**config.mk**
```make
export PLATFORM = sky130hd
export DESIGN_NAME = analog_epoch_decoder_top
export DESIGN_NICKNAME = d
export VERILOG_FILES = /design/src/rtl/aed_pkg.sv /design/src/rtl/analog_epoch_decoder_top.sv
export SDC_FILE = /design/constraint.sdc
export NUM_CORES = 1
export LEC_CHECK = 0
export BUFFER_PORTS_ARGS = -buffer_cell sky130_fd_sc_hd__buf_2
export CAP_MARGIN = 25
export CORE_MARGIN = 2
export CORE_UTILIZATION = 35
export DETAILED_ROUTE_END_ITERATION = 8
export SYNTH_ARGS = -nofsm -noshare
export SYNTH_HDL_FRONTEND = slang
export SYNTH_SLANG_ARGS = --single-unit
```
**constraint.sdc**
```tcl
create_clock -name clk -period 7.4 [get_ports clk]
set_clock_uncertainty 0.05 [all_clocks]
set_input_delay 0.37 -clock clk [delete_from_list [all_inputs] [get_ports clk]]
set_output_delay 0.37 -clock clk [all_outputs]
set_load 0.05 [all_outputs]
```
**src/rtl/aed_pkg.sv**
```systemverilog
// ----------------------------------------------------------------------------
// aed_pkg
// Types and constants shared by the analog epoch decoder and its checker.
// ----------------------------------------------------------------------------
package aed_pkg;

  localparam int SAMPLE_W = 16;
  localparam int EPOCH_W  = 12;
  localparam int INDEX_W  = 6;
  localparam int SUM_W    = 19;
  localparam int DIV_W    = SUM_W + 1;
  localparam int QUOT_W   = 11;
  localparam int RECIP_W  = 20;
  localparam int PROD_W   = DIV_W + RECIP_W;
  localparam int TDATA_IN_W  = 16;
  localparam int TDATA_OUT_W = 16;

  typedef logic [1:0] mode_t;
  localparam mode_t MODE_DEFAULT = 2'd0;
  localparam mode_t MODE_NIDAQ   = 2'd1;
  localparam mode_t MODE_CMOS    = 2'd2;

  localparam logic [SAMPLE_W-1:0] HOLD_RESET = 16'd2048;
  localparam logic [SAMPLE_W-1:0] QUAL_LIMIT = 16'd4080;

  localparam logic [INDEX_W-1:0] INDEX_MAX   = 6'd63;
  localparam logic [INDEX_W-1:0] PULSE_FIRST = 6'd27;
  localparam logic [INDEX_W-1:0] PULSE_LAST  = 6'd46;
  localparam logic [INDEX_W-1:0] NIDAQ_FIRST = 6'd29;
  localparam logic [INDEX_W-1:0] NIDAQ_LAST  = 6'd34;
  localparam logic [INDEX_W-1:0] DEF_FIRST   = 6'd38;
  localparam logic [INDEX_W-1:0] DEF_LAST    = 6'd43;

  // Rounded division is mapped to floor((sum + BIAS) / DIV) - OFFSET, with
  // BIAS chosen so the dividend is never negative. The dividend is one bit
  // wider than the sum so the bias add cannot wrap.
  localparam logic [DIV_W-1:0] NIDAQ_BIAS = 20'd3552;
  localparam logic [DIV_W-1:0] DEF_BIAS   = 20'd159;
  localparam logic [EPOCH_W-1:0] NIDAQ_OFFSET = 12'd69;
  localparam logic [EPOCH_W-1:0] DEF_OFFSET   = 12'd33;

  // Exact reciprocals over the biased dividend range: ceil(2^k / div).
  localparam logic [RECIP_W-1:0] NIDAQ_RECIP = 20'd745655;  // 1/2880, k = 31
  localparam logic [RECIP_W-1:0] DEF_RECIP   = 20'd733431;  // 1/366,  k = 28
  localparam int NIDAQ_SHIFT = 31;
  localparam int DEF_SHIFT   = 28;

  localparam logic signed [EPOCH_W-1:0] EPOCH_MIN = -12'sd512;
  localparam logic signed [EPOCH_W-1:0] EPOCH_MAX = 12'sd1042;

endpackage

```
**src/rtl/analog_epoch_decoder_top.sv**
```systemverilog
// Result path: the frame's last sample enters the frame capture stage, then passes
// the bias add, reciprocal multiply and output stages on its way to m_axis.
// Throughput: one sample per cycle unless backpressure stalls it; per-sample
// state updates on accept, and the four-stage result pipe collapses bubbles.
// Reset (rst, synchronous): mode 0, frame state cleared, held sample 2048,
// pipe emptied.
// ----------------------------------------------------------------------------
// analog_epoch_decoder_top
// Decodes a signed epoch number from one frame of analog context samples.
// ----------------------------------------------------------------------------
module analog_epoch_decoder_top (
  input  logic                           clk,
  input  logic                           rst,
  input  logic                           cfg_we,
  input  aed_pkg::mode_t                 cfg_data,
  input  logic                           s_axis_tvalid,
  output logic                           s_axis_tready,
  input  logic [aed_pkg::TDATA_IN_W-1:0] s_axis_tdata,   // [15:0] sample
  input  logic                           s_axis_tlast,   // last_in_frame
  output logic                           m_axis_tvalid,
  input  logic                           m_axis_tready,
  output logic [aed_pkg::TDATA_OUT_W-1:0] m_axis_tdata   // [11:0] epoch, [15:12] 0
);
  import aed_pkg::*;

  mode_t mode;

  // Frame state
  logic [INDEX_W-1:0]  sample_index;
  logic [1:0]          qualify_count;
  logic [SAMPLE_W-1:0] held_sample;
  logic [SUM_W-1:0]    window_sum;

  logic [1:0]          qualify_count_next;
  logic [SAMPLE_W-1:0] held_sample_next;
  logic [SUM_W-1:0]    window_sum_next;

  logic [SAMPLE_W-1:0] sample;
  logic                in_pulse;
  logic                in_window;
  logic                qualifies;
  logic                accept;

  // Pipe stages
  logic                fin_valid;
  logic                fin_cmos;
  logic                fin_nidaq;
  logic [SAMPLE_W-1:0] fin_held;
  logic [SUM_W-1:0]    fin_sum;

  logic                div_valid;
  logic                div_cmos;
  logic                div_nidaq;
  logic [DIV_W-1:0]    div_num;
  logic [EPOCH_W-1:0]  div_cmos_epoch;

  logic                mul_valid;
  logic                mul_cmos;
  logic                mul_nidaq;
  logic [PROD_W-1:0]   mul_prod;
  logic [EPOCH_W-1:0]  mul_cmos_epoch;

  logic                out_ready;
  logic                mul_ready;
  logic                div_ready;
  logic                fin_ready;

  logic signed [SAMPLE_W:0]   held_diff;
  logic signed [SAMPLE_W:0]   held_adj;
  logic signed [SAMPLE_W-2:0] held_quot;
  logic [EPOCH_W-1:0]         cmos_epoch;
  logic [QUOT_W-1:0]          quot;
  logic [EPOCH_W-1:0]         avg_diff;
  logic [EPOCH_W-1:0]         avg_epoch;

  assign out_ready = !m_axis_tvalid || m_axis_tready;
  assign mul_ready = !mul_valid || out_ready;
  assign div_ready = !div_valid || mul_ready;
  assign fin_ready = !fin_valid || div_ready;

  assign s_axis_tready = fin_ready;
  assign accept        = s_axis_tvalid && s_axis_tready;
  assign sample        = s_axis_tdata[SAMPLE_W-1:0];

  // Per-sample update
  always_comb begin
    in_pulse  = (sample_index >= PULSE_FIRST) && (sample_index <= PULSE_LAST);
    qualifies = in_pulse && (sample != HOLD_RESET) && (sample < QUAL_LIMIT) &&
                (qualify_count != 2'd3);
    qualify_count_next = qualify_count + {1'b0, qualifies};
    held_sample_next   = (in_pulse && qualify_count_next == 2'd2) ? sample : held_sample;

    case (mode)
      MODE_NIDAQ: in_window = (sample_index >= NIDAQ_FIRST) && (sample_index <= NIDAQ_LAST);
      MODE_CMOS:  in_window = 1'b0;
      default:    in_window = (sample_index >= DEF_FIRST) && (sample_index <= DEF_LAST);
    endcase
    window_sum_next = in_window ? window_sum + {{(SUM_W-SAMPLE_W){1'b0}}, sample} : window_sum;
  end

  always_ff @(posedge clk) begin
    if (rst) begin
      mode <= MODE_DEFAULT;
    end else if (cfg_we) begin
      mode <= cfg_data;
    end
  end

  always_ff @(posedge clk) begin
    if (rst) begin
      sample_index  <= '0;
      qualify_count <= '0;
      held_sample   <= HOLD_RESET;
      window_sum    <= '0;
    end else if (accept) begin
      if (s_axis_tlast) begin
        sample_index  <= '0;
        qualify_count <= '0;
        held_sample   <= HOLD_RESET;
        window_sum    <= '0;
      end else begin
        if (sample_index != INDEX_MAX) begin
          sample_index <= sample_index + 1'b1;
        end
        qualify_count <= qualify_count_next;
        held_sample   <= held_sample_next;
        window_sum    <= window_sum_next;
      end
    end
  end

  // Stage 1: frame totals
  always_ff @(posedge clk) begin
    if (rst) begin
      fin_valid <= 1'b0;
    end else if (fin_ready) begin
      fin_valid <= accept && s_axis_tlast;
    end
  end

  always_ff @(posedge clk) begin
    if (fin_ready) begin
      fin_cmos  <= (mode == MODE_CMOS);
      fin_nidaq <= (mode == MODE_NIDAQ);
      fin_held  <= held_sample_next;
      fin_sum   <= window_sum_next;
    end
  end

  // Stage 2: biased dividend; CMOS result (truncate toward zero, clamp high)
  always_comb begin
    held_diff = $signed({1'b0, fin_held}) - $signed({1'b0, HOLD_RESET});
    held_adj  = held_diff + (held_diff[SAMPLE_W] ? 17'sd3 : 17'sd0);
    held_quot = held_adj[SAMPLE_W:2];
    if (held_quot > $signed({{(SAMPLE_W-1-EPOCH_W){EPOCH_MAX[EPOCH_W-1]}}, EPOCH_MAX})) begin
      cmos_epoch = EPOCH_MAX;
    end else begin
      cmos_epoch = held_quot[EPOCH_W-1:0];
    end
  end

  always_ff @(posedge clk) begin
    if (rst) begin
      div_valid <= 1'b0;
    end else if (div_ready) begin
      div_valid <= fin_valid;
    end
  end

  always_ff @(posedge clk) begin
    if (div_ready) begin
      div_cmos       <= fin_cmos;
      div_nidaq      <= fin_nidaq;
      div_num        <= {1'b0, fin_sum} + (fin_nidaq ? NIDAQ_BIAS : DEF_BIAS);
      div_cmos_epoch <= cmos_epoch;
    end
  end

  // Stage 3: reciprocal multiply
  always_ff @(posedge clk) begin
    if (rst) begin
      mul_valid <= 1'b0;
    end else if (mul_ready) begin
      mul_valid <= div_valid;
    end
  end

  always_ff @(posedge clk) begin
    if (mul_ready) begin
      mul_cmos       <= div_cmos;
      mul_nidaq      <= div_nidaq;
      mul_prod       <= {{RECIP_W{1'b0}}, div_num} *
                        {{DIV_W{1'b0}}, (div_nidaq ? NIDAQ_RECIP : DEF_RECIP)};
      mul_cmos_epoch <= div_cmos_epoch;
    end
  end

  // Stage 4: quotient, offset, clamp high, result register
  // (a wrapped window sum after a mode change can push mode 0 past the top)
  always_comb begin
    if (mul_nidaq) begin
      quot     = QUOT_W'(mul_prod[PROD_W-1:NIDAQ_SHIFT]);
      avg_diff = {1'b0, quot} - NIDAQ_OFFSET;
    end else begin
      quot     = mul_prod[DEF_SHIFT +: QUOT_W];
      avg_diff = {1'b0, quot} - DEF_OFFSET;
    end
    if ($signed(avg_diff) > EPOCH_MAX) begin
      avg_epoch = EPOCH_MAX;
    end else begin
      avg_epoch = avg_diff;
    end
  end

  always_ff @(posedge clk) begin
    if (rst) begin
      m_axis_tvalid <= 1'b0;
    end else if (out_ready) begin
      m_axis_tvalid <= mul_valid;
    end
  end

  always_ff @(posedge clk) begin
    if (out_ready) begin
      m_axis_tdata <= {{(TDATA_OUT_W-EPOCH_W){1'b0}},
                       (mul_cmos ? mul_cmos_epoch : avg_epoch)};
    end
  end

endmodule

```
# Word-level counts from Yosys, hierarchy flattened
# Cells that the tools add are included.
# classes
addsub	8
n_mul	1
order_cmp	9
n_eq_ne	6
muxes	14
n_reduce_logical	19
# ops
cell	n
12-bit 2-to-1 mux	4
20-bit by 20-bit multiplier with 40-bit output	1
19-bit 2-to-1 mux	2
16-bit 2-to-1 mux	2
19-bit by 12-bit adder with 20-bit output	1
19-bit by 16-bit adder with 19-bit output	1
6-bit less-or-equal comparator, second input constant	3
17-bit by 3-bit adder with 17-bit output	1
16-bit by 12-bit subtractor with 17-bit output, second input constant	1
16-bit by 12-bit < comparator with 1-bit output, second input constant	1
16-bit by 12-bit inequality test with 1-bit output, second input constant	1
15-bit by 12-bit > comparator with 1-bit output, second input constant	1
15-bit 2-to-1 mux	1
6-bit by 5-bit greater-or-equal comparator with 1-bit output, second input constant	2
12-bit > comparator, second input constant	1
6-bit 2-to-1 mux	2
11-bit by 6-bit subtractor with 12-bit output, second input constant	1
9-bit by 7-bit subtractor with 10-bit output, second input constant	1
1-bit logical AND	9
6-bit by 1-bit adder with 6-bit output, second input constant	1
6-bit greater-or-equal comparator, second input constant	1
6-bit inequality test, second input constant	1
2-bit equality test, second input constant	2
1-bit zero test	4
8 further kinds	12
# totals
reg_bits	186
in_bits	24
out_inout_bits	18
word_cells	79

# Depth between registers and ports, before layout
# Gate-level depths: netlist of run 1.
# logic_depth
ltp_word	10
depth_mapped	26

# Least setup slack after synthesis of run 1
# No wires, ideal clock.
# synth_path
path_type	reg-to-reg
start	reg div_nidaq
end	reg mul_prod[39] (data pin)
setup_time_ns	0.158
t_arrival_ns	6.412
t_required_ns	7.192
path_slack_ns	0.780
stages_incl_launch_ff	24
path_buffers	2
period_less_slack_ns	6.620
path_cell_list	edfxtp_1 -> clkbuf_1 -> clkbuf_1 -> nor2_1 -> fa_1 -> fa_1 -> inv_1 -> fa_1 -> inv_1 -> fa_1 -> fa_1 -> fa_1 -> inv_1 -> fa_1 -> inv_1 -> ha_1 -> a21oi_1 -> o32ai_1 -> a21oi_1 -> nand4_1 -> a211oi_1 -> o21ai_0 -> a2111o_1 -> o211ai_1
# synth_between
elab_chain_cells	2
# synth_lines
item	line_no	rtl
start: declaration	analog_epoch_decoder_top.sv:53	logic div_nidaq;
start signal: assignment	analog_epoch_decoder_top.sv:173	div_nidaq <= fin_nidaq;
15-bit 2-to-1 mux	analog_epoch_decoder_top.sv:193	{{DIV_W{1'b0}}, (div_nidaq ? NIDAQ_RECIP : DEF_RECIP)};
20-bit by 20-bit multiplier with 40-bit output	analog_epoch_decoder_top.sv:192	mul_prod <= {{RECIP_W{1'b0}}, div_num} *
end signal: assignment	analog_epoch_decoder_top.sv:192	
end: declaration	analog_epoch_decoder_top.sv:60	logic [PROD_W-1:0] mul_prod;
# No other way between the ends.
# A chain may end at the register's enable or synchronous reset.

# Worst setup path in the final report of run 1
# Ends and elaborated chain as after synthesis.

==> flow_summary.rst, run 1 <==
.. list-table::
   :header-rows: 1

   * - Metric
     - Value
   * - Type of the worst setup path
     - register to register
   * - Cell depth of the worst min-delay path
     - 3
   * - Post-synthesis sequential element count
     - 158
   * - Post-Synthesis Mean Instance Area
     - 10.2 um2
   * - MaxCap Viol Count
     - 0
   * - Crit path max-delay family
     - adder cells
   * - Global routing usage summed across all routing layers
     - approximately 16%
   * - Max stage delay on crit path
     - 540 ps
   * - Number of synthesized flops with an enable pin
     - around 110
   * - Minimum hold slack
     - 120 ps
   * - Highest ir drop seen on vdd
     - around 0.14 mV
   * - CTS HTree Levels
     - 4
   * - Width of the die
     - 222 um
   * - Area overhead of the layout relative to synthesis
     - 9.07%
   * - Number of port buffers
     - 37
   * - Highest layer used for signal routing
     - met4
   * - Count of fill cells added during filler insertion
     - 4623
   * - GRT Residual Overflow
     - 0
   * - Register-to-register path setup slack
     - 410 ps
   * - Combined buffer and inverter count along the critical path
     - 4
   * - Wl on met1
     - 18000 um
   * - Layout net count
     - 2101
   * - Final Max Slew Viols
     - 0
   * - Worst hold path endpoint
     - mode[1]
   * - Sequence of cells on the critical path
     - buf_4 > nand2b_1 > xnor2_1 > ha_1 > nor2_1 > fa_1 > fa_1 > inv_1 > ha_1 > ha_1 > fa_1 > inv_1 > fa_1 > inv_1 > ha_1 > a2111oi_0 > o21ai_0 > o211ai_1 > nand4_1 > a211oi_2 > o21ai_0 > a2111o_1 > o211ai_1
   * - Initial DRC count
     - 650
   * - Power density normalized to cell area
     - approximately 230 nW/um2
   * - Initial Utilization
     - 35.5%
   * - Avg WL per Cell
     - around 17 um
   * - Type of the worst min-delay path
     - primary input to register
   * - Routed vias/inst
     - 4.98
   * - Transition at the pin with the smallest max-transition slack
     - 1000 ps
   * - Sequential cell area fraction in the yosys report
     - 25.7%
   * - Headroom to the max-slew limit
     - 33.1%
   * - Number of distinct library cells after synthesis
     - 81
   * - Arr. time, crit path
     - 7210 ps
   * - Core Rows
     - 79
   * - Fraction of the cycle the final worst path needs
     - 94.5%
   * - Via count of the first global-routing pass
     - 11800
   * - Cell leakage power
     - 0.00901 uW
   * - Max Buffers Root-to-Sink
     - 2
   * - Sum of met3 wire segment lengths after detailed routing
     - 1220 um
   * - Sum of net half-perimeters after detailed placement
     - 31200 um
   * - Boundary Pins
     - 42
   * - Count of endpoints failing hold in the final timing report
     - 0
   * - Largest net degree at the start of global routing
     - 50
   * - Startpoint of the lowest-slack register-to-register path
     - div_nidaq
   * - Critical path endpoint category
     - register
   * - Total CTS buffers
     - 17
   * - Required arrival time at the worst endpoint
     - approximately 7600 ps
   * - Synth warn
     - 0
   * - Reg2Reg Depth
     - 23
   * - Routed length on met2
     - 17700 um
   * - Start point of the worst min-delay path
     - cfg_data[1]
   * - Share of flip-flops with an asynchronous set or reset after synthesis
     - 0%
   * - Fraction of final layout cells sized beyond drive strength 1
     - 7.25%
   * - Clk sink count
     - around 160
   * - Netlist area before placement
     - roughly 17000 um2
   * - Main synth FF type
     - sky130_fd_sc_hd__edfxtp_1
   * - Worst setup timing slack at the placement stage
     - 333 ps
   * - First-pass DRT Iterations
     - 5
   * - Area inside the core boundary
     - 46700 um2
   * - Reg clk slew, reported paths
     - ~80 ps
   * - Initial antenna violation count
     - 0
   * - Via count of the routed design
     - 11300
   * - Accumulated negative setup slack
     - 0 ps
   * - Number of setup violations in the final report
     - 0
   * - Drt total wl
     - between 30000 and 40000 um
   * - Setup ws final
     - 411 ps
   * - Upper clock frequency limit
     - ~140 MHz
   * - Wire length of the first global-routing pass
     - ~62000 um
   * - End of the worst register-to-register path
     - mul_prod[39]
   * - Maximum net fanout on the critical path
     - 31
   * - Cells after Synth
     - 1618
   * - Final antenna-violating net count
     - 0
   * - DRC Markers
     - 0
   * - Inserted Diodes
     - 0
   * - RSZ-0062 raised after global routing
     - false
   * - CTS tree
     - done
   * - Insertion delay of the later-clocked pin in the worst-skew pair
     - 430 ps
   * - Full die area
     - 49100 um2
   * - Vert. Die Dim
     - roughly 220 um
   * - Category of the worst setup path launch point
     - register
   * - Clock Root Buffer
     - sky130_fd_sc_hd__clkbuf_16
   * - Hold buffer count at cts
     - 0
   * - Worst-path cell with the longest stage delay
     - sky130_fd_sc_hd__fa_1
   * - Result of the run
     - finished clean
   * - Routability congestion estimate from global placement
     - between 0.8 and 0.9
   * - Final Critical Period
     - 6990 ps
-- timing repair --
item                                    CTS  global route
hold endpoints to repair                  0             0
endpoints found under the setup margin    0             2
resized for setup                         0             1
setup buffers                             0             0
-- report_power, final --
group / internal, uW / switching [uW]
logic: 896 / 1370
clock network: 478 / 392
registers: 970 / 25.3
-- layout make-up --
class,count,area (um2),share of cell area [%]
inverter,307,1150,6.38
clock inverter,14,149,0.824
sequential,158,4250,23.6
timing repair buffer,53,325,1.80
clock buffer,18,429,2.38
multi-input combinational,1118,11000,60.9
tap,607,759,4.20
-- Yosys cell counts, drive strengths merged (28+ instances only) --
cell / count / area share [%]
inv: 307 / 7.0
ha: 241 / 18
xnor2: 42 / 2.2
dfxtp: 49 / 5.9
xor2: 34 / 1.8
nor2: 115 / 2.6
a21oi: 57 / 1.7
fa: 181 / 22
nand2: 66 / 1.5
o21ai: 57 / 1.7
edfxtp: 109 / 20
a22oi: 28 / 1.3
and2: 31 / 1.2
-- sequential cells by signal (all words and copies together) (netlist names), 2 cells and up --
name	cells
fin_held	16
mode	2
m_axis_tdata	12
sample_index	6
div_cmos_epoch	12
window_sum	19
mul_cmos_epoch	12
fin_sum	19
div_num	20
qualify_count	2
held_sample	16
mul_prod	12
-- metal layers --
metal / GRT usage [%] / vias up
met1: 22.0 / 5548
li1: - / 5512
met3: 2.11 / 45
met2: 25.7 / 228
met4: 4.95 / 0
met5: 0 / -
-- cell families after synthesis --
group | share of synthesized area, %
AO/OA/AOI/OAI | 10.0
XOR/XNOR | 4.02
adder cells (fa/ha/maj) | 40.1
buffers and inverters | 8.08
flip-flops | 25.7
multiplexers | 1.72
other | 0.0226
AND/OR/NAND/NOR | 10.4
-- per-stage QoR --
stage / area, um2 / power [uW] / cells / util (%)
finish: 18100 / 4130 / 2275 / 38.7
global route: 18100 / 4510 / 2275 / 38.7
CTS: 18000 / 4180 / 2274 / 38.6
detailed placement: 17500 / 3280 / 2242 / 37.4
global placement: 17500 / 3230 / 2242 / 37.4
floorplan: 16600 / 2680 / 1621 / -
-- tightest hold or removal path, cell delays in order --
cell and delay [ps]:
sky130_fd_sc_hd__buf_2 70, sky130_fd_sc_hd__mux2i_1 50, sky130_fd_sc_hd__nor2_1 70
-- cell usage in the layout, fill, tap and decap left out, types with 20 or more instances in the layout --
cell / instances
sky130_fd_sc_hd__xnor2_1: 42
sky130_fd_sc_hd__and2_1: 30
sky130_fd_sc_hd__xor2_1: 34
sky130_fd_sc_hd__nor2_1: 115
sky130_fd_sc_hd__edfxtp_1: 109
sky130_fd_sc_hd__mux2_2: 20
sky130_fd_sc_hd__ha_1: 241
sky130_fd_sc_hd__a21oi_1: 56
sky130_fd_sc_hd__inv_1: 307
sky130_fd_sc_hd__nand3_1: 22
sky130_fd_sc_hd__nand2_1: 65
sky130_fd_sc_hd__fa_1: 181
sky130_fd_sc_hd__a21o_1: 23
sky130_fd_sc_hd__a22oi_1: 28
sky130_fd_sc_hd__dfxtp_1: 49
sky130_fd_sc_hd__buf_2: 37
sky130_fd_sc_hd__o21ai_0: 56
-- worst max-delay path by stage --
stage,start,end,slack [ps],depth (start not counted)
2_1_floorplan,div_nidaq,mul_prod[39],780,23
3_3_place_gp,div_num[9],mul_prod[39],440,22
3_5_place_dp,div_nidaq,mul_prod[39],330,23
4_1_cts,div_nidaq,mul_prod[39],320,23
5_1_grt,div_nidaq,mul_prod[39],70,23
6_report,div_nidaq,mul_prod[39],410,23
Power figures use the tool's default switching activity.
==> run 2, diff against run 1 <==
--- a/config.mk
+++ b/config.mk
@@ -8,7 +8,8 @@
 export BUFFER_PORTS_ARGS = -buffer_cell sky130_fd_sc_hd__buf_2
 export CAP_MARGIN = 25
 export CORE_MARGIN = 2
-export CORE_UTILIZATION = 35
+export CORE_UTILIZATION = 30
+export CTS_CLUSTER_DIAMETER = 120
 export DETAILED_ROUTE_END_ITERATION = 8
 export SYNTH_ARGS = -nofsm -noshare
 export SYNTH_HDL_FRONTEND = slang
==> run 2 against run 1 <==
  * Non-clock buffer count grew 3
  * Routed wire length shrank 1.7%
  * Clock-buffer cell count shrank 1
  * Largest power group unchanged
  * Final area grew 0.92%
  * Via count shrank 0.60%
  * Largest cell class unchanged
  * Clock power grew 0.8%
  * Critical path depth shrank 1
  * Highest routed layer unchanged
  * Cell count grew 4.4%
  * Sequential share of layout area shrank 0.21 points
  * First-iteration DRC count grew 1.5%
  * Critical path type unchanged
  * Global-route usage shrank 2.4 points
==> flow_summary.rst, run 2 (same netlist as run 1, synthesis figures left out) <==
.. list-table::
   :header-rows: 1

   * - Metric
     - Value
   * - Critical path endpoint category
     - register (unchanged)
   * - Critical path endpoint
     - mul_prod[36] (was mul_prod[39])
   * - Vert. Die Dim
     - 239 um (was 222 um)
   * - Fraction of the cycle the final worst path needs
     - 93.9% (was 94.5%)
   * - Initial antenna violation count
     - 0 (unchanged)
   * - Category of the worst setup path launch point
     - register (unchanged)
   * - Headroom to the max-slew limit
     - 51.1% (was 33.1%)
   * - Flip-flop count of the largest register after layout
     - 20 (unchanged)
   * - CTS HTree Levels
     - 4 (unchanged)
   * - Initial DRC count
     - 660 (was 650)
   * - Clk sink count
     - 158 (unchanged)
   * - Startpoint of the lowest-slack register-to-register path
     - div_num[9] (was div_nidaq)
   * - Type of the worst setup path
     - register to register (unchanged)
   * - Inserted Diodes
     - 0 (unchanged)
   * - Width of the die
     - 239 um (was 222 um)
   * - Drt total wl
     - 37200 um (was 37800 um)
   * - GRT Residual Overflow
     - 0 (unchanged)
   * - Number of port buffers
     - 37 (unchanged)
   * - Largest registers ranked by flip-flop count
     - div_num (20), fin_sum (19), window_sum (19) (unchanged)
   * - First-pass DRT Iterations
     - 4 (was 5)
   * - Worst setup timing slack at the placement stage
     - 13.4 ps (was 333 ps)
   * - Routability congestion estimate from global placement
     - 0.918 (was 0.897)
   * - Most frequent cells in the layout
     - sky130_fd_sc_hd__inv_1 (307), sky130_fd_sc_hd__ha_1 (241), sky130_fd_sc_hd__fa_1 (181) (unchanged)
   * - Max stage delay on crit path
     - 560 ps (was 540 ps)
   * - Total CTS buffers
     - 17 (unchanged)
   * - Largest net degree at the start of global routing
     - 50 (unchanged)
   * - Insertion delay of the later-clocked pin in the worst-skew pair
     - 440 ps (was 430 ps)
   * - End of the worst register-to-register path
     - mul_prod[36] (was mul_prod[39])
   * - Arr. time, crit path
     - 7090 ps (was 7210 ps)
   * - DRC Markers
     - 0 (unchanged)
   * - Initial Utilization
     - 30.2% (was 35.5%)
   * - Worst-path cell with the longest stage delay
     - sky130_fd_sc_hd__fa_1 (unchanged)
   * - Reg clk slew, reported paths
     - 70 ps (was 80 ps)
   * - Count of fill cells added during filler insertion
     - 5509 (was 4623)
   * - Total of cells resized after clock tree synthesis
     - 0 (unchanged)
   * - Accumulated negative setup slack
     - 0 ps (unchanged)
   * - Final antenna-violating net count
     - 0 (unchanged)
   * - Clock Root Buffer
     - sky130_fd_sc_hd__clkbuf_16 (unchanged)
   * - Crit path max-delay family
     - adder cells (unchanged)
   * - Fraction of final layout cells sized beyond drive strength 1
     - 7.54% (was 7.25%)
   * - Setup ws final
     - 452 ps (was 411 ps)
   * - Boundary Pins
     - 42 (unchanged)
   * - Result of the run
     - finished clean (unchanged)
   * - RSZ-0062 raised after global routing
     - false (unchanged)
   * - Area inside the core boundary
     - 54900 um2 (was 46700 um2)
   * - Cell mode on critical path
     - sky130_fd_sc_hd__fa_1
   * - Routed vias/inst
     - 4.74 (was 4.98)
   * - Max Buffers Root-to-Sink
     - 2 (unchanged)
   * - Power density normalized to cell area
     - 228 nW/um2 (was 229 nW/um2)
   * - Number of setup violations in the final report
     - 0 (unchanged)
   * - Sum of net half-perimeters after detailed placement
     - 30700 um (was 31200 um)
   * - Depth of the critical timing path with buffers and inverters included
     - 22 (was 23)
   * - Combined buffer and inverter count along the critical path
     - 5 (was 4)
   * - Maximum net fanout on the critical path
     - 6 (was 31)
   * - Wire length of the first global-routing pass
     - 60700 um (was 62000 um)
   * - Final Critical Period
     - 6950 ps (was 6990 ps)
   * - CTS tree
     - done (unchanged)
   * - Register-to-register path setup slack
     - 450 ps (was 410 ps)
   * - Final Max Slew Viols
     - 0 (unchanged)
   * - Crit path launch
     - div_num[9] (was div_nidaq)
   * - Type of the worst min-delay path
     - primary input to register (unchanged)
   * - Via count of the routed design
     - 11300 (about the same)
   * - Reg2Reg Depth
     - 22 (was 23)
   * - Upper clock frequency limit
     - 144 MHz (was 143 MHz)
   * - Count of endpoints failing hold in the final timing report
     - 0 (unchanged)
   * - Global routing usage summed across all routing layers
     - 13.5% (was 15.8%)
   * - Register with the most flip-flops
     - div_num (unchanged)
   * - Layout net count
     - 2104 (was 2101)
   * - Area overhead of the layout relative to synthesis
     - 10.1% (was 9.07%)
   * - Sequence of cells on the critical path
     - inv_1 > nor2_1 > inv_1 > fa_1 > fa_1 > fa_1 > inv_1 > fa_1 > fa_1 > fa_1 > inv_1 > fa_1 > inv_1 > ha_1 > nand4_1 > nor4_2 > o211ai_1 > nand4_1 > a211oi_2 > o21ai_0 > a21oi_1 > xnor2_1 (was buf_4 > nand2b_1 > xnor2_1 > ha_1 > nor2_1 > fa_1 > fa_1 > inv_1 > ha_1 > ha_1 > fa_1 > inv_1 > fa_1 > inv_1 > ha_1 > a2111oi_0 > o21ai_0 > o211ai_1 > nand4_1 > a211oi_2 > o21ai_0 > a2111o_1 > o211ai_1)
   * - MaxCap Viol Count
     - 0 (unchanged)
   * - Highest ir drop seen on vdd
     - 0.188 mV (was 0.144 mV)
   * - Avg WL per Cell
     - 15.7 um (was 16.6 um)
   * - Core Rows
     - 86 (was 79)
   * - Postcts setup bufs
     - 0 (unchanged)
   * - Cell leakage power
     - 0.00903 uW (was 0.00901 uW)
   * - Required arrival time at the worst endpoint
     - 7550 ps (was 7620 ps)
   * - Via count of the first global-routing pass
     - 11800 (about the same)
   * - Most common library cell in the layout ignoring fill and taps
     - sky130_fd_sc_hd__inv_1 (unchanged)
   * - Transition at the pin with the smallest max-transition slack
     - 733 ps (was 1000 ps)
   * - Hold buffer count at cts
     - 0 (unchanged)
   * - Full die area
     - 57100 um2 (was 49100 um2)
## run 2: worst register-to-register path, stage by stage, from the launching register on
cell and delay [ps]:
sky130_fd_sc_hd__edfxtp_1 470, sky130_fd_sc_hd__inv_1 240, sky130_fd_sc_hd__nor2_1 220, sky130_fd_sc_hd__inv_1 80
sky130_fd_sc_hd__fa_1 390, sky130_fd_sc_hd__fa_1 480, sky130_fd_sc_hd__fa_1 560, sky130_fd_sc_hd__inv_1 70
sky130_fd_sc_hd__fa_1 510, sky130_fd_sc_hd__fa_1 440, sky130_fd_sc_hd__fa_1 540, sky130_fd_sc_hd__inv_1 50
sky130_fd_sc_hd__fa_1 500, sky130_fd_sc_hd__inv_1 40, sky130_fd_sc_hd__ha_1 320, sky130_fd_sc_hd__nand4_1 220
sky130_fd_sc_hd__nor4_2 300, sky130_fd_sc_hd__o211ai_1 240, sky130_fd_sc_hd__nand4_1 260, sky130_fd_sc_hd__a211oi_2 130
sky130_fd_sc_hd__o21ai_0 320, sky130_fd_sc_hd__a21oi_1 140, sky130_fd_sc_hd__xnor2_1 130
## run 2: worst min path at each step
| stage | from | to | slack [ps] | depth (start not counted) |
|---|---|---|---|---|
| after global routing | cfg_data[0] | mode[0] | 130 | 3 |
| final | cfg_data[1] | mode[1] | 130 | 3 |
| after floorplan | fin_cmos | div_cmos | 350 | 0 |
| after detailed placement | div_cmos | mul_cmos | 350 | 0 |
| after global placement | div_cmos_epoch[7] | mul_cmos_epoch[7] | 360 | 0 |
| after CTS | cfg_data[1] | mode[1] | 100 | 3 |
## run 2: report_power, final
part / switching [uW] / internal (uW) / total (uW)
clock: 424 / 453 / 877
sequential: 24.4 / 970 / 995
combinational: 1370 / 907 / 2280
total: 1820 / 2330 / 4150
## run 2: per-layer routing
layer  routed length [um]  share of wire, %  global-route usage [%]
met1                17900                48                    18.4
met2                17200                46                    21.8
met5                    0                 0                       0
met4                  816               2.2                    4.19
met3                 1290               3.5                    2.14
## run 2: stage by stage
step | instances | hold slack, ps | area (um2) | util (%) | power (uW)
CTS | 2374 | 97.6 | 18200 | 33.1 | 4180
global placement | 2342 | 361 | 17600 | 32.1 | 3220
finish | 2375 | 126 | 18200 | 33.2 | 4150
detailed placement | 2342 | 355 | 17600 | 32.1 | 3270
floorplan | 1621 | 350 | 16600 | - | 2680
global route | 2375 | 128 | 18200 | 33.2 | 4560
## run 2: layout make-up
cell class                 instances  area [um2]  share of cell area [%]
clock inverter                    15         169                   0.927
inverter                         307        1150                    6.32
sequential                       158        4250                    23.3
multi-input combinational       1118       11000                    60.3
tap                              704         881                    4.83
clock buffer                      17         425                    2.33
timing repair buffer              56         348                    1.91
==> run 3, diff against run 2 <==
--- a/config.mk
+++ b/config.mk
@@ -11,6 +11,7 @@
 export CORE_UTILIZATION = 30
 export CTS_CLUSTER_DIAMETER = 120
 export DETAILED_ROUTE_END_ITERATION = 8
+export MAX_ROUTING_LAYER = met4
 export SYNTH_ARGS = -nofsm -noshare
 export SYNTH_HDL_FRONTEND = slang
 export SYNTH_SLANG_ARGS = --single-unit
==> run 3 against run 2 <==
  * Setup slack worse by 43 ps
  * Sequential share of layout area about the same
  * First-iteration DRC count up 4.7%
  * Routed wire length down 0.46%
  * Clock-buffer cell count unchanged
  * Sequential power about the same
  * Total power up 1.2%
  * Critical path type unchanged
  * Largest cell class unchanged
  * Largest power group unchanged
==> flow_summary.rst, run 3 (same netlist as run 1, synthesis figures left out) <==
.. list-table::
   :header-rows: 1

   * - Metric
     - Value
   * - Largest registers ranked by flip-flop count
     - div_num (20), fin_sum (19), window_sum (19) (unchanged)
   * - Result of the run
     - finished clean (unchanged)
   * - Layout net count
     - 2103 (was 2104)
   * - Count of endpoints failing hold in the final timing report
     - 0 (unchanged)
   * - MaxCap Viol Count
     - 0 (unchanged)
   * - Core Rows
     - 86 (unchanged)
   * - Reg clk slew, reported paths
     - 70 ps (about the same)
   * - Routed length on met2
     - 17200 um (about the same)
   * - Clk sink count
     - 158 (unchanged)
   * - Via count of the first global-routing pass
     - 11700 (was 11800)
   * - Sum of met3 wire segment lengths after detailed routing
     - 1410 um (was 1290 um)
   * - Internal Power
     - 2370 uW (was 2330 uW)
   * - CTS HTree Levels
     - 4 (unchanged)
   * - Vert. Die Dim
     - 239 um (unchanged)
   * - Critical path endpoint category
     - register (unchanged)
   * - Arr. time, crit path
     - 7220 ps (was 7090 ps)
   * - Type of the worst setup path
     - register to register (unchanged)
   * - Total CTS buffers
     - 17 (unchanged)
   * - Crit path launch
     - div_nidaq (was div_num[9])
   * - Initial DRC count
     - 691 (was 660)
   * - Final antenna-violating net count
     - 0 (unchanged)
   * - Clk network pwr share
     - 21.6% (was 21.1%)
   * - Area overhead of the layout relative to synthesis
     - 10.1% (about the same)
   * - Max Buffers Root-to-Sink
     - 2 (unchanged)
   * - Sw Share
     - 43.6% (was 43.9%)
   * - Count of fill cells added during filler insertion
     - 5537 (was 5509)
   * - Cell leakage power
     - 0.00904 uW (was 0.00903 uW)
   * - Final Critical Period
     - 6990 ps (was 6950 ps)
   * - Avg WL per Cell
     - 15.6 um (was 15.7 um)
   * - Type of the worst min-delay path
     - primary input to register (unchanged)
   * - Routability congestion estimate from global placement
     - 0.919 (was 0.918)
   * - Number of setup violations in the final report
     - 0 (unchanged)
   * - Initial antenna violation count
     - 0 (unchanged)
   * - Clock Root Buffer
     - sky130_fd_sc_hd__clkbuf_16 (unchanged)
   * - Fraction of the cycle the final worst path needs
     - 94.5% (was 93.9%)
   * - Drt total wl
     - 37000 um (was 37200 um)
   * - First-pass DRT Iterations
     - 5 (was 4)
   * - Via count of the routed design
     - 11300 (about the same)
   * - DRC Markers
     - 0 (unchanged)
   * - Upper clock frequency limit
     - 143 MHz (was 144 MHz)
   * - Power density normalized to cell area
     - 230 nW/um2 (was 228 nW/um2)
   * - Width of the die
     - 239 um (unchanged)
   * - Boundary Pins
     - 42 (unchanged)
   * - Initial Utilization
     - 30.2% (unchanged)
   * - Category of the worst setup path launch point
     - register (unchanged)
   * - Routed vias/inst
     - 4.77 (was 4.74)
   * - Highest layer used for signal routing
     - met4 (unchanged)
   * - Required arrival time at the worst endpoint
     - 7630 ps (was 7550 ps)
   * - Insertion delay of the later-clocked pin in the worst-skew pair
     - 430 ps (was 440 ps)
   * - Headroom to the max-slew limit
     - 49.9% (was 51.1%)
   * - Register with the most flip-flops
     - div_num (unchanged)
   * - Full die area
     - 57100 um2 (unchanged)
   * - Sum of net half-perimeters after detailed placement
     - 30600 um (was 30700 um)
   * - Psw
     - 1830 uW (was 1820 uW)
   * - Fraction of power consumed by combinational cells
     - 54.7% (was 54.9%)
   * - Global routing usage summed across all routing layers
     - 13.8% (was 13.5%)
   * - Number of placed cells counting well taps
     - 2341 (was 2342)
   * - Highest ir drop seen on vdd
     - 0.187 mV (was 0.188 mV)
   * - Number of port buffers
     - 37 (unchanged)
   * - Area inside the core boundary
     - 54900 um2 (unchanged)
   * - Start point of the worst min-delay path
     - cfg_data[1] (unchanged)
   * - Part of the power in registers
     - 23.7% (was 24.0%)
   * - Worst setup timing slack at the placement stage
     - 351 ps (was 13.4 ps)
   * - CTS tree
     - done (unchanged)
   * - Most common library cell in the layout ignoring fill and taps
     - sky130_fd_sc_hd__inv_1 (unchanged)
   * - Largest net degree at the start of global routing
     - 50 (unchanged)
   * - Startpoint of the lowest-slack register-to-register path
     - div_nidaq (was div_num[9])
   * - Flip-flop count of the largest register after layout
     - 20 (unchanged)
   * - Most frequent cells in the layout
     - sky130_fd_sc_hd__inv_1 (307), sky130_fd_sc_hd__ha_1 (241), sky130_fd_sc_hd__fa_1 (181) (unchanged)
   * - Wl on met1
     - 17700 um (was 17900 um)
   * - Wire length of the first global-routing pass
     - 60700 um (about the same)
   * - Transition at the pin with the smallest max-transition slack
     - 751 ps (was 733 ps)
   * - Inserted Diodes
     - 0 (unchanged)
   * - Setup ws final
     - 410 ps (was 452 ps)
   * - GRT Residual Overflow
     - 0 (unchanged)
   * - Cell Count, Final, Fillers Out
     - 2374 (was 2375)
   * - Maximum net fanout on the critical path
     - 27 (was 6)
   * - Final Max Slew Viols
     - 0 (unchanged)
   * - Fraction of final layout cells sized beyond drive strength 1
     - 7.43% (was 7.54%)
-- run 3: critical path, stage by stage, from the launching register on --
cell and delay, ps:
sky130_fd_sc_hd__edfxtp_1 390, sky130_fd_sc_hd__buf_4 250, sky130_fd_sc_hd__nand2b_1 190, sky130_fd_sc_hd__xnor2_1 170, sky130_fd_sc_hd__ha_1 210, sky130_fd_sc_hd__nor2_1 140
sky130_fd_sc_hd__fa_1 450, sky130_fd_sc_hd__fa_1 510, sky130_fd_sc_hd__inv_1 40, sky130_fd_sc_hd__ha_1 280, sky130_fd_sc_hd__ha_1 330, sky130_fd_sc_hd__fa_1 550
sky130_fd_sc_hd__inv_1 50, sky130_fd_sc_hd__fa_1 500, sky130_fd_sc_hd__inv_1 50, sky130_fd_sc_hd__ha_1 340, sky130_fd_sc_hd__a2111oi_1 420, sky130_fd_sc_hd__o21ai_0 240
sky130_fd_sc_hd__o211ai_1 300, sky130_fd_sc_hd__nand4_1 280, sky130_fd_sc_hd__a211oi_2 330, sky130_fd_sc_hd__o21ai_0 190, sky130_fd_sc_hd__a2111o_1 460, sky130_fd_sc_hd__o211ai_1 90
-- run 3: power by group through the flow --
stage | registers (uW) | clock network, uW | logic [uW]
2_1_floorplan | 1070 | 0 | 1610
3_5_place_dp | 1020 | 0 | 2280
4_1_cts | 996 | 929 | 2310
6_report | 996 | 908 | 2300
3_3_place_gp | 1010 | 0 | 2240
5_1_grt | 998 | 958 | 2680
-- run 3: worst paths after layout --
path / to / slack (ps) / cells past startpoint
setup / recovery: mul_prod[39] / 410 / 23
hold / removal: mode[1] / 130 / 3
setup reg to reg: mul_prod[39] / 410 / 23
hold reg to reg: mul_cmos / 370 / 0
-- run 3: routing by layer --
layer  track usage [%]  up-vias
li1                  -     5534
met1              18.2     5512
met2              22.2      213
met3              2.08       56
met4              3.31        0
met5                 -        -
-- run 3: final cells by class --
class                      instances  area (um2)  share of cell area (%)
clock buffer                      17         425                    2.33
multi-input combinational       1118       11000                    60.3
inverter                         307        1150                    6.32
timing repair buffer              55         340                    1.87
sequential                       158        4250                    23.3
clock inverter                    15         193                    1.06
tap                              704         881                    4.83
-- run 3: repair_timing --
item | 4_1_cts | 5_1_grt
gates resized for setup | 0 | 2
endpoints found under the setup margin | 0 | 2
setup buffers | 0 | 0
hold buffers | 0 | 0
-- run 3: metrics by stage --
stage	instance area [um2]	power [uW]	setup TNS, ps	utilization (%)	hold slack [ps]
6_report	18200	4200	0	33.2	135
5_1_grt	18200	4640	-24.5	33.2	134
4_1_cts	18200	4240	0	33.2	129
3_5_place_dp	17600	3300	0	32.0	355
3_3_place_gp	17600	3250	0	32.0	361
2_1_floorplan	16600	2680	0	-	350
